File: config.mk
export PLATFORM = sky130hd
export DESIGN_NAME = tail_time_reply_parser
export DESIGN_NICKNAME = d
export VERILOG_FILES = /design/src/ttrp_pkg.sv /design/src/tail_time_reply_parser.sv /design/src/ttrp_in_reg.sv /design/src/ttrp_parser.sv /design/src/ttrp_dump.sv
export SDC_FILE = /design/constraint.sdc
export NUM_CORES = 2
export LEC_CHECK = 0
export BUFFER_PORTS_ARGS = -buffer_cell sky130_fd_sc_hd__buf_2
export CAP_MARGIN = 40
export CORE_ASPECT_RATIO = 0.5
export CORE_MARGIN = 10
export CORE_UTILIZATION = 45
export CTS_CLUSTER_SIZE = 40
export DETAILED_ROUTE_END_ITERATION = 8
export PLACE_DENSITY = 0.68
export SYNTH_ARGS = -nofsm -noshare
export SYNTH_HDL_FRONTEND = slang
export SYNTH_SLANG_ARGS = --single-unit
export TNS_END_PERCENT = 10
File: constraint.sdc
create_clock -name clk -period 9.04 [get_ports clk]
set_clock_uncertainty 0.2 [all_clocks]
set_input_delay 1.808 -clock clk [delete_from_list [all_inputs] [get_ports clk]]
set_output_delay 1.808 -clock clk [all_outputs]
set_load 0.05 [all_outputs]
File: src/ttrp_pkg.sv
package ttrp_pkg;

  localparam int FIELD_COUNT = 14;
  localparam int FIELD_ID_W  = 4;
  localparam int MAX_WORDS   = 9;
  localparam int WORD_CNT_W  = 6;

  localparam logic [7:0] POS_SRC     = 8'd16;
  localparam logic [7:0] POS_DST     = 8'd20;
  localparam logic [7:0] POS_PORT    = 8'd24;
  localparam logic [7:0] POS_CMD     = 8'd26;
  localparam logic [7:0] WORDS_START = 8'd28;
  localparam logic [7:0] POS_MAX     = 8'd255;

  localparam logic [2:0] OFF_KEY  = 3'd0;
  localparam logic [2:0] OFF_LAST = 3'd4;

  localparam logic [7:0] KEY_STOP       = 8'h00;
  localparam logic [7:0] KEY_TRAFFIC    = 8'h16;
  localparam logic [7:0] KEY_LEFT_RIGHT = 8'h1B;
  localparam logic [7:0] KEY_TOP_DOWN   = 8'h1C;
  localparam logic [7:0] KEY_SYSTIME    = 8'h04;
  localparam logic [7:0] KEY_NETTIME    = 8'h19;
  localparam logic [7:0] KEY_NET_BYTES  = 8'h0B;
  localparam logic [7:0] KEY_NET_STATE  = 8'h1D;
  localparam logic [7:0] KEY_SKIP       = 8'h1E;

  localparam int FID_SRC      = 0;
  localparam int FID_DST      = 1;
  localparam int FID_PORT     = 2;
  localparam int FID_CMD      = 3;
  localparam int FID_RECV     = 4;
  localparam int FID_SEND     = 5;
  localparam int FID_LEFT     = 6;
  localparam int FID_RIGHT    = 7;
  localparam int FID_TOP      = 8;
  localparam int FID_DOWN     = 9;
  localparam int FID_SYSTIME  = 10;
  localparam int FID_NETTIME  = 11;
  localparam int FID_NETSTATE = 12;
  localparam int FID_NETORDER = 13;
  localparam int FRAME_FIELDS = 10;

  localparam logic [FIELD_ID_W-1:0] LAST_ID = FIELD_ID_W'(FIELD_COUNT - 1);

  typedef logic [FIELD_COUNT-1:0][31:0] field_arr_t;

  typedef struct packed {
    logic       load;
    field_arr_t fields;
  } snap_t;

endpackage

File: src/tail_time_reply_parser.sv
// Tail-time reply frame parser.
// Slave stream: one frame byte per request on s_tdata, s_tlast on the final
// byte. Master stream: after each frame, 14 field requests in id order, with
// the field value on m_tdata, its id on m_tuser and m_tlast on id 13.
// Bytes are registered on entry and parsed from there, one byte per clock
// while no final byte waits on the dump; a frame of 15 bytes or more is
// taken at full rate with no gaps if the receiver never stalls. m_tvalid
// rises once the parser takes a frame's final byte and the dump loads; the
// dump then gives one field per cycle while the receiver does not stall.
// While a dump is under way, body bytes of the next frame are still taken;
// only a final byte waits in the entry register until the dump has drained,
// so a stalled receiver or a frame shorter than the dump holds back the
// input only at the next frame end.
// Reset clears the byte position, word state and all 14 fields, and drops
// any dump in progress. Fields 10 to 13 keep their values across frames.
module tail_time_reply_parser (
  input  logic        clk,
  input  logic        rst,
  input  logic        s_tvalid,
  output logic        s_tready,
  input  logic [7:0]  s_tdata,   // [7:0] data_byte
  input  logic        s_tlast,
  output logic        m_tvalid,
  input  logic        m_tready,
  output logic [31:0] m_tdata,   // [31:0] field_value
  output logic [ttrp_pkg::FIELD_ID_W-1:0] m_tuser,   // [3:0] field_id
  output logic        m_tlast
);
  import ttrp_pkg::*;

  logic       in_valid;
  logic [7:0] in_byte;
  logic       in_last;
  logic       take;
  logic       busy;
  snap_t      snap;

  assign take = in_valid && (!in_last || !busy);

  ttrp_in_reg u_in_reg (
    .clk      (clk),
    .rst      (rst),
    .s_tvalid (s_tvalid),
    .s_tready (s_tready),
    .s_tdata  (s_tdata),
    .s_tlast  (s_tlast),
    .in_valid (in_valid),
    .in_byte  (in_byte),
    .in_last  (in_last),
    .take     (take)
  );

  ttrp_parser u_parser (
    .clk       (clk),
    .rst       (rst),
    .valid     (take),
    .data_byte (in_byte),
    .frame_end (in_last),
    .snap      (snap)
  );

  ttrp_dump u_dump (
    .clk      (clk),
    .rst      (rst),
    .snap     (snap),
    .busy     (busy),
    .m_tvalid (m_tvalid),
    .m_tready (m_tready),
    .m_tdata  (m_tdata),
    .m_tuser  (m_tuser),
    .m_tlast  (m_tlast)
  );

endmodule

File: src/ttrp_in_reg.sv
module ttrp_in_reg (
  input  logic       clk,
  input  logic       rst,
  input  logic       s_tvalid,
  output logic       s_tready,
  input  logic [7:0] s_tdata,   // [7:0] data_byte
  input  logic       s_tlast,
  output logic       in_valid,
  output logic [7:0] in_byte,
  output logic       in_last,
  input  logic       take
);

  always_ff @(posedge clk) begin
    if (rst) begin
      in_valid <= 1'b0;
    end else if (s_tready) begin
      in_valid <= s_tvalid;
    end
  end

  always_ff @(posedge clk) begin
    if (s_tready && s_tvalid) begin
      in_byte <= s_tdata;
      in_last <= s_tlast;
    end
  end

  assign s_tready = !in_valid || take;

endmodule

File: src/ttrp_parser.sv
module ttrp_parser (
  input  logic         clk,
  input  logic         rst,
  input  logic         valid,
  input  logic [7:0]   data_byte,
  input  logic         frame_end,
  output ttrp_pkg::snap_t snap
);
  import ttrp_pkg::*;

  logic [7:0]            byte_position, byte_position_next;
  logic [2:0]            word_off, word_off_next;
  logic [7:0]            word_key, word_key_next;
  logic [31:0]           word_data, word_data_next;
  logic                  parse_stopped, parse_stopped_next;
  logic [WORD_CNT_W-1:0] words_seen, words_seen_next;
  field_arr_t            field_store, field_store_next;

  logic [7:0]            key_e;
  logic [31:0]           data_e;
  logic                  stop_e;
  logic [WORD_CNT_W-1:0] words_e;
  logic [1:0]            lane;

  always_comb begin
    field_store_next = field_store;
    key_e            = word_key;
    data_e           = word_data;
    stop_e           = parse_stopped;
    words_e          = words_seen;
    if (byte_position == '0) begin
      for (int i = 0; i < FRAME_FIELDS; i++) begin
        field_store_next[i] = '0;
      end
      key_e   = '0;
      data_e  = '0;
      stop_e  = 1'b0;
      words_e = '0;
    end
    word_key_next      = key_e;
    word_data_next     = data_e;
    parse_stopped_next = stop_e;
    words_seen_next    = words_e;
    lane               = word_off[1:0] - 2'd1;

    if (byte_position >= POS_SRC && byte_position < POS_DST) begin
      field_store_next[FID_SRC] = field_store_next[FID_SRC]
        | ({24'b0, data_byte} << {byte_position[1:0], 3'b000});
    end else if (byte_position >= POS_DST && byte_position < POS_PORT) begin
      field_store_next[FID_DST] = field_store_next[FID_DST]
        | ({24'b0, data_byte} << {byte_position[1:0], 3'b000});
    end else if (byte_position >= POS_PORT && byte_position < POS_CMD) begin
      field_store_next[FID_PORT] = field_store_next[FID_PORT]
        | ({24'b0, data_byte} << {byte_position[0], 3'b000});
    end else if (byte_position >= POS_CMD && byte_position < WORDS_START) begin
      field_store_next[FID_CMD] = field_store_next[FID_CMD]
        | ({24'b0, data_byte} << {byte_position[0], 3'b000});
    end else if (byte_position >= WORDS_START && !stop_e
                 && words_e < WORD_CNT_W'(MAX_WORDS)) begin
      if (word_off == OFF_KEY) begin
        word_key_next  = data_byte;
        word_data_next = '0;
        if (data_byte == KEY_STOP) begin
          parse_stopped_next = 1'b1;
        end
      end else begin
        word_data_next = data_e | ({24'b0, data_byte} << {lane, 3'b000});
        if (word_off == OFF_LAST) begin
          words_seen_next = words_e + 1'b1;
          case (key_e)
            KEY_TRAFFIC: begin
              field_store_next[FID_RECV] = {16'b0, word_data_next[15:0]};
              field_store_next[FID_SEND] = {16'b0, word_data_next[31:16]};
            end
            KEY_LEFT_RIGHT: begin
              field_store_next[FID_LEFT]  = {16'b0, word_data_next[31:16]};
              field_store_next[FID_RIGHT] = {16'b0, word_data_next[15:0]};
            end
            KEY_TOP_DOWN: begin
              field_store_next[FID_TOP]  = {16'b0, word_data_next[31:16]};
              field_store_next[FID_DOWN] = {16'b0, word_data_next[15:0]};
            end
            KEY_SYSTIME: field_store_next[FID_SYSTIME] = word_data_next;
            KEY_NETTIME: field_store_next[FID_NETTIME] = word_data_next;
            KEY_NET_BYTES: begin
              field_store_next[FID_NETSTATE] = {24'b0, word_data_next[7:0]};
              field_store_next[FID_NETORDER] = {24'b0, word_data_next[15:8]};
            end
            KEY_NET_STATE: field_store_next[FID_NETSTATE] = word_data_next;
            KEY_SKIP: ;
            default: ;
          endcase
        end
      end
    end

    if (frame_end) begin
      byte_position_next = '0;
      word_off_next      = OFF_KEY;
    end else if (byte_position < POS_MAX) begin
      byte_position_next = byte_position + 8'd1;
      if (byte_position >= WORDS_START) begin
        word_off_next = (word_off == OFF_LAST) ? OFF_KEY : word_off + 3'd1;
      end else begin
        word_off_next = word_off;
      end
    end else begin
      byte_position_next = byte_position;
      word_off_next      = word_off;
    end
  end

  always_ff @(posedge clk) begin
    if (rst) begin
      byte_position <= '0;
      word_off      <= OFF_KEY;
      word_key      <= '0;
      word_data     <= '0;
      parse_stopped <= 1'b0;
      words_seen    <= '0;
      field_store   <= '0;
    end else if (valid) begin
      byte_position <= byte_position_next;
      word_off      <= word_off_next;
      word_key      <= word_key_next;
      word_data     <= word_data_next;
      parse_stopped <= parse_stopped_next;
      words_seen    <= words_seen_next;
      field_store   <= field_store_next;
    end
  end

  assign snap.load   = valid && frame_end;
  assign snap.fields = field_store_next;

endmodule

File: src/ttrp_dump.sv
module ttrp_dump (
  input  logic         clk,
  input  logic         rst,
  input  ttrp_pkg::snap_t snap,
  output logic         busy,
  output logic         m_tvalid,
  input  logic         m_tready,
  output logic [31:0]  m_tdata,   // [31:0] field_value
  output logic [ttrp_pkg::FIELD_ID_W-1:0] m_tuser,   // [3:0] field_id
  output logic         m_tlast
);
  import ttrp_pkg::*;

  field_arr_t            dump_buf;
  logic [FIELD_ID_W-1:0] dump_id;
  logic                  active;

  always_ff @(posedge clk) begin
    if (rst) begin
      active  <= 1'b0;
      dump_id <= '0;
    end else if (snap.load) begin
      active  <= 1'b1;
      dump_id <= '0;
    end else if (active && m_tready) begin
      dump_id <= dump_id + 1'b1;
      if (dump_id == LAST_ID) begin
        active <= 1'b0;
      end
    end
  end

  // shift down so that the head is always the field on show
  always_ff @(posedge clk) begin
    if (snap.load) begin
      dump_buf <= snap.fields;
    end else if (active && m_tready) begin
      for (int i = 0; i < FIELD_COUNT - 1; i++) begin
        dump_buf[i] <= dump_buf[i+1];
      end
    end
  end

  assign busy     = active;
  assign m_tvalid = active;
  assign m_tdata  = dump_buf[0];
  assign m_tuser  = dump_id;
  assign m_tlast  = (dump_id == LAST_ID);

endmodule

==> flow_summary.yaml <==
cts:
  cts-buffers-inserted: 86
  hold_buffers: 0
  clock-root-buffer: "clkbuf_16"
  cts_resized: 0
  cts.sinks: 969
  path_clk_slew_ps: 70
  clk_path_buf_depth: 3
  htreeDepth: 3
  clkLatencyLatePin_ps: 660
  cts_setup_buffers: 0
  cts_tree: "built"
critical_path:
  cp-end-kind: "flop"
  slowest_stage: "and2_2"
  path_common_cell: "buf_4"
  crit_start: "u_parser.byte_position[0]$_SDFFE_PP0P_"
  crit_chain: "inv_1 -> ha_1 -> or4b_4 -> or2_4 -> buf_4 -> and2_1 -> inv_1 -> ha_1 -> nor2b_1 -> o21ai_1 -> buf_4 -> a21oi_4 -> buf_4 -> and2_2 -> o211ai_1"
  worstSetupPathType: "flop to flop"
  crit_path_max_fanout: 67
  ff2ff_path_depth: 15
  slowest_delay_ps: 820
  cp-start-kind: "flop"
  r2r_start: "u_parser.byte_position[0]$_SDFFE_PP0P_"
  crit_required_ps: 9210
  worstPathArrival_ps: 5780
detailed_routing:
  first_pass_iters: 6
  wl_per_cell_um: 23.0
  first_iter_violations: 3781
  wirelength_um: 105000
  drc: 0
  antenna_left: 0
  viasPerCell: 6.21
  num_vias: 28305
power:
  powerDensity_nw_per_um2: 211
  p_leak_uw: 0.0149
  vdd_drop_max_uv: 125
  power_uw: 9080
timing:
  rsz0062_at_grt: "false"
  setup_viol: 0
  layout_setup_ws_ps: 3430
  max_slew_margin: 0.243
  period_needed_ps: 5610
  hold_violations: 0
  drv_slew: 0
  setup_tns_ps: 0
  period_share: 0.620
  tightest_slew_ps: 1140
  timing.fmax_ghz: 0.178
logic_synthesis:
  syn_nets: 3474
  synth-edff-count: 457
  netlist_area_um2: 38900
  synthArstFlopShare: 0
  synthFlopType: "dfxtp_1"
  syn_area_per_cell_um2: 11.3
  synth.distinct_cells: 77
  synthTopCellsByArea: "edfxtp_1 35%, dfxtp_1 26%, a22o_1 5.2%"
  ys_seq_elements: 969
  synth_cells: 3452
  yosysSeqAreaShare: 0.616
  ys_warn_count: 0
  netlist.area_leader.share: 0.353
  synth_largest_area_cell: "edfxtp_1"
run:
  maxCapViolCount: 0
global_routing:
  track_usage: 0.199
  antenna_found_initial: 1
  grt_pass1_vias: 26225
  grt_max_degree: 164
  grt_pass1_wl_um: 160000
  grt-ovfl-total: 0
placed_design:
  place_ws_ps: 3570
  dp.final_hpwl_um: 61500
  io_buffers: 51
  place_congestion: 0.878
worst_hold_path:
  whs_path_depth: 1
  min_from: "u_parser.field_store[424]$_SDFFE_PP0P_"
  hold_path.class: "flop to flop"
finish:
  diodes: 0
  drive_above_1_share: 0.101
  final_nets: 3337
  areaGrowthSynthToFinish_pct: 10.8
  fillers: 7373
floorplanning:
  dieHeight_um: 228
  io_pins: 52
  start_util: 0.453
  rows: 76
  die-area_um2: 99300
  die_width_um: 436
  core_region_area_um2: 85900
outcome:
  status: "finished clean"
power by group:
part           leakage (µW)  internal, µW  total (µW)  switching, µW
combinational       0.00517           133         525            392
clock               0.00139          2130        3790           1660
sequential          0.00835          4720        4760           44.2
total                0.0149          6980        9080           2090
worst max-delay path, delay by kind of cell (launching register included):
family	cells	cell delay, ps
and+or+nand+nor	5	2040
AOI/OAI and AO/OA	3	850
buffers and inverters	5	1340
DFF	1	510
adders and majority gates	2	300
cell usage after synthesis, drive strengths merged (9+ instances only):
master,instances
a22oi,127
o221ai,20
o22ai,29
nand3,25
and3,73
buf,85
nor2,373
a21oi,136
a221o,60
and2,108
nor3,36
nor4,16
o21ai,53
mux2i,21
dfxtp,512
inv,65
o31ai,22
edfxtp,457
o2bb2ai,51
a32oi,24
a221oi,96
nand2,237
ha,9
a311oi,40
nor2b,44
o211ai,55
a22o,229
clkbuf,287
nand4,41
a211oi,47
cells in the final DEF (no fill, tap or decap), types with 8 or more instances in the layout:
cell / n
clkbuf_1: 28
a21oi_1: 131
nor2_1: 367
a22oi_1: 123
mux2_2: 8
clkbuf_16: 87
o31ai_1: 21
a211oi_1: 43
o22ai_2: 10
nor4_1: 11
o21ai_0: 47
nor3_1: 32
buf_4: 75
and3_1: 73
bufinv_16: 8
o2bb2ai_1: 51
buf_2: 50
dfxtp_1: 512
a22o_1: 229
a311oi_1: 40
o22ai_1: 19
a32oi_1: 24
ha_1: 9
edfxtp_1: 457
clkbuf_8: 13
mux2i_1: 21
o221ai_1: 20
nand4_1: 41
and2_1: 105
buf_16: 9
o211ai_1: 55
inv_1: 64
nand3_1: 24
a221o_1: 60
nand2_1: 237
nor2b_1: 43
a221oi_1: 96
registers in the layout, summed over array words and instances, names as in the netlist:
| register | cells |
|---|---|
| u_parser.word_data | 32 |
| u_dump.m_tdata | 32 |
| u_dump.m_tuser | 4 |
| u_parser.field_store | 448 |
| u_in_reg.in_last | 1 |
| u_parser.words_seen | 6 |
| u_parser.word_key | 8 |
| u_parser.byte_position | 8 |
| u_dump.dump_buf | 416 |
| u_in_reg.in_byte | 8 |
| u_in_reg.in_valid | 1 |
| u_parser.word_off | 3 |
| u_dump.busy | 1 |
| u_parser.parse_stopped | 1 |
worst paths after layout:
kind / endpoint / slack, ps
max: u_dump.dump_buf[372]$_DFFE_PP_ / 3430
min: u_parser.field_store[424]$_SDFFE_PP0P_ / 250
max reg2reg: u_dump.dump_buf[372]$_DFFE_PP_ / 3430
min reg2reg: u_parser.field_store[424]$_SDFFE_PP0P_ / 250
cells by family (layout without fill, tap and decap cells):
kind of cell | Yosys count | in the layout | share of synthesized area
adder cells (fa/ha/maj) | 9 | 9 | 0.00289
AND/OR/NAND/NOR | 975 | 975 | 0.117
flip-flops | 969 | 969 | 0.616
buffers and inverters | 437 | 373 | 0.0472
AO/OA/AOI/OAI | 1025 | 1025 | 0.207
XOR/XNOR | 8 | 8 | 0.00180
multiplexers | 29 | 29 | 0.00772
area by class of cell:
cell class	instances	area, µm²	share of cell area
inverter	65	251	0.00583
tap	1170	1460	0.0340
clock inverter	33	429	0.00996
sequential	969	24000	0.556
timing repair buffer	147	1250	0.0290
multi-input combinational	2046	13300	0.308
clock buffer	128	2460	0.0571
metal layers:
metal  share of wire  global-route usage  vias up  routed length (µm)
li1                -                   -    12689                   -
met1            0.43               0.291    13889               45200
met2            0.44               0.296     1522               45900
met3           0.099              0.0357      205               10300
met4           0.031              0.0656        0                3220
met5               0                   0        -                   0
stage by stage:
stage | cell area, µm² | instances | util | hold WS [ps]
after floorplan | 38900 | 3452 | - | 221
after global placement | 39800 | 4371 | 0.463 | 232
after detailed placement | 40200 | 4397 | 0.468 | 236
after CTS | 43100 | 4558 | 0.502 | 254
after global routing | 43100 | 4558 | 0.502 | 267
final | 43100 | 4558 | 0.502 | 248
Power figures use the tool's default switching activity.
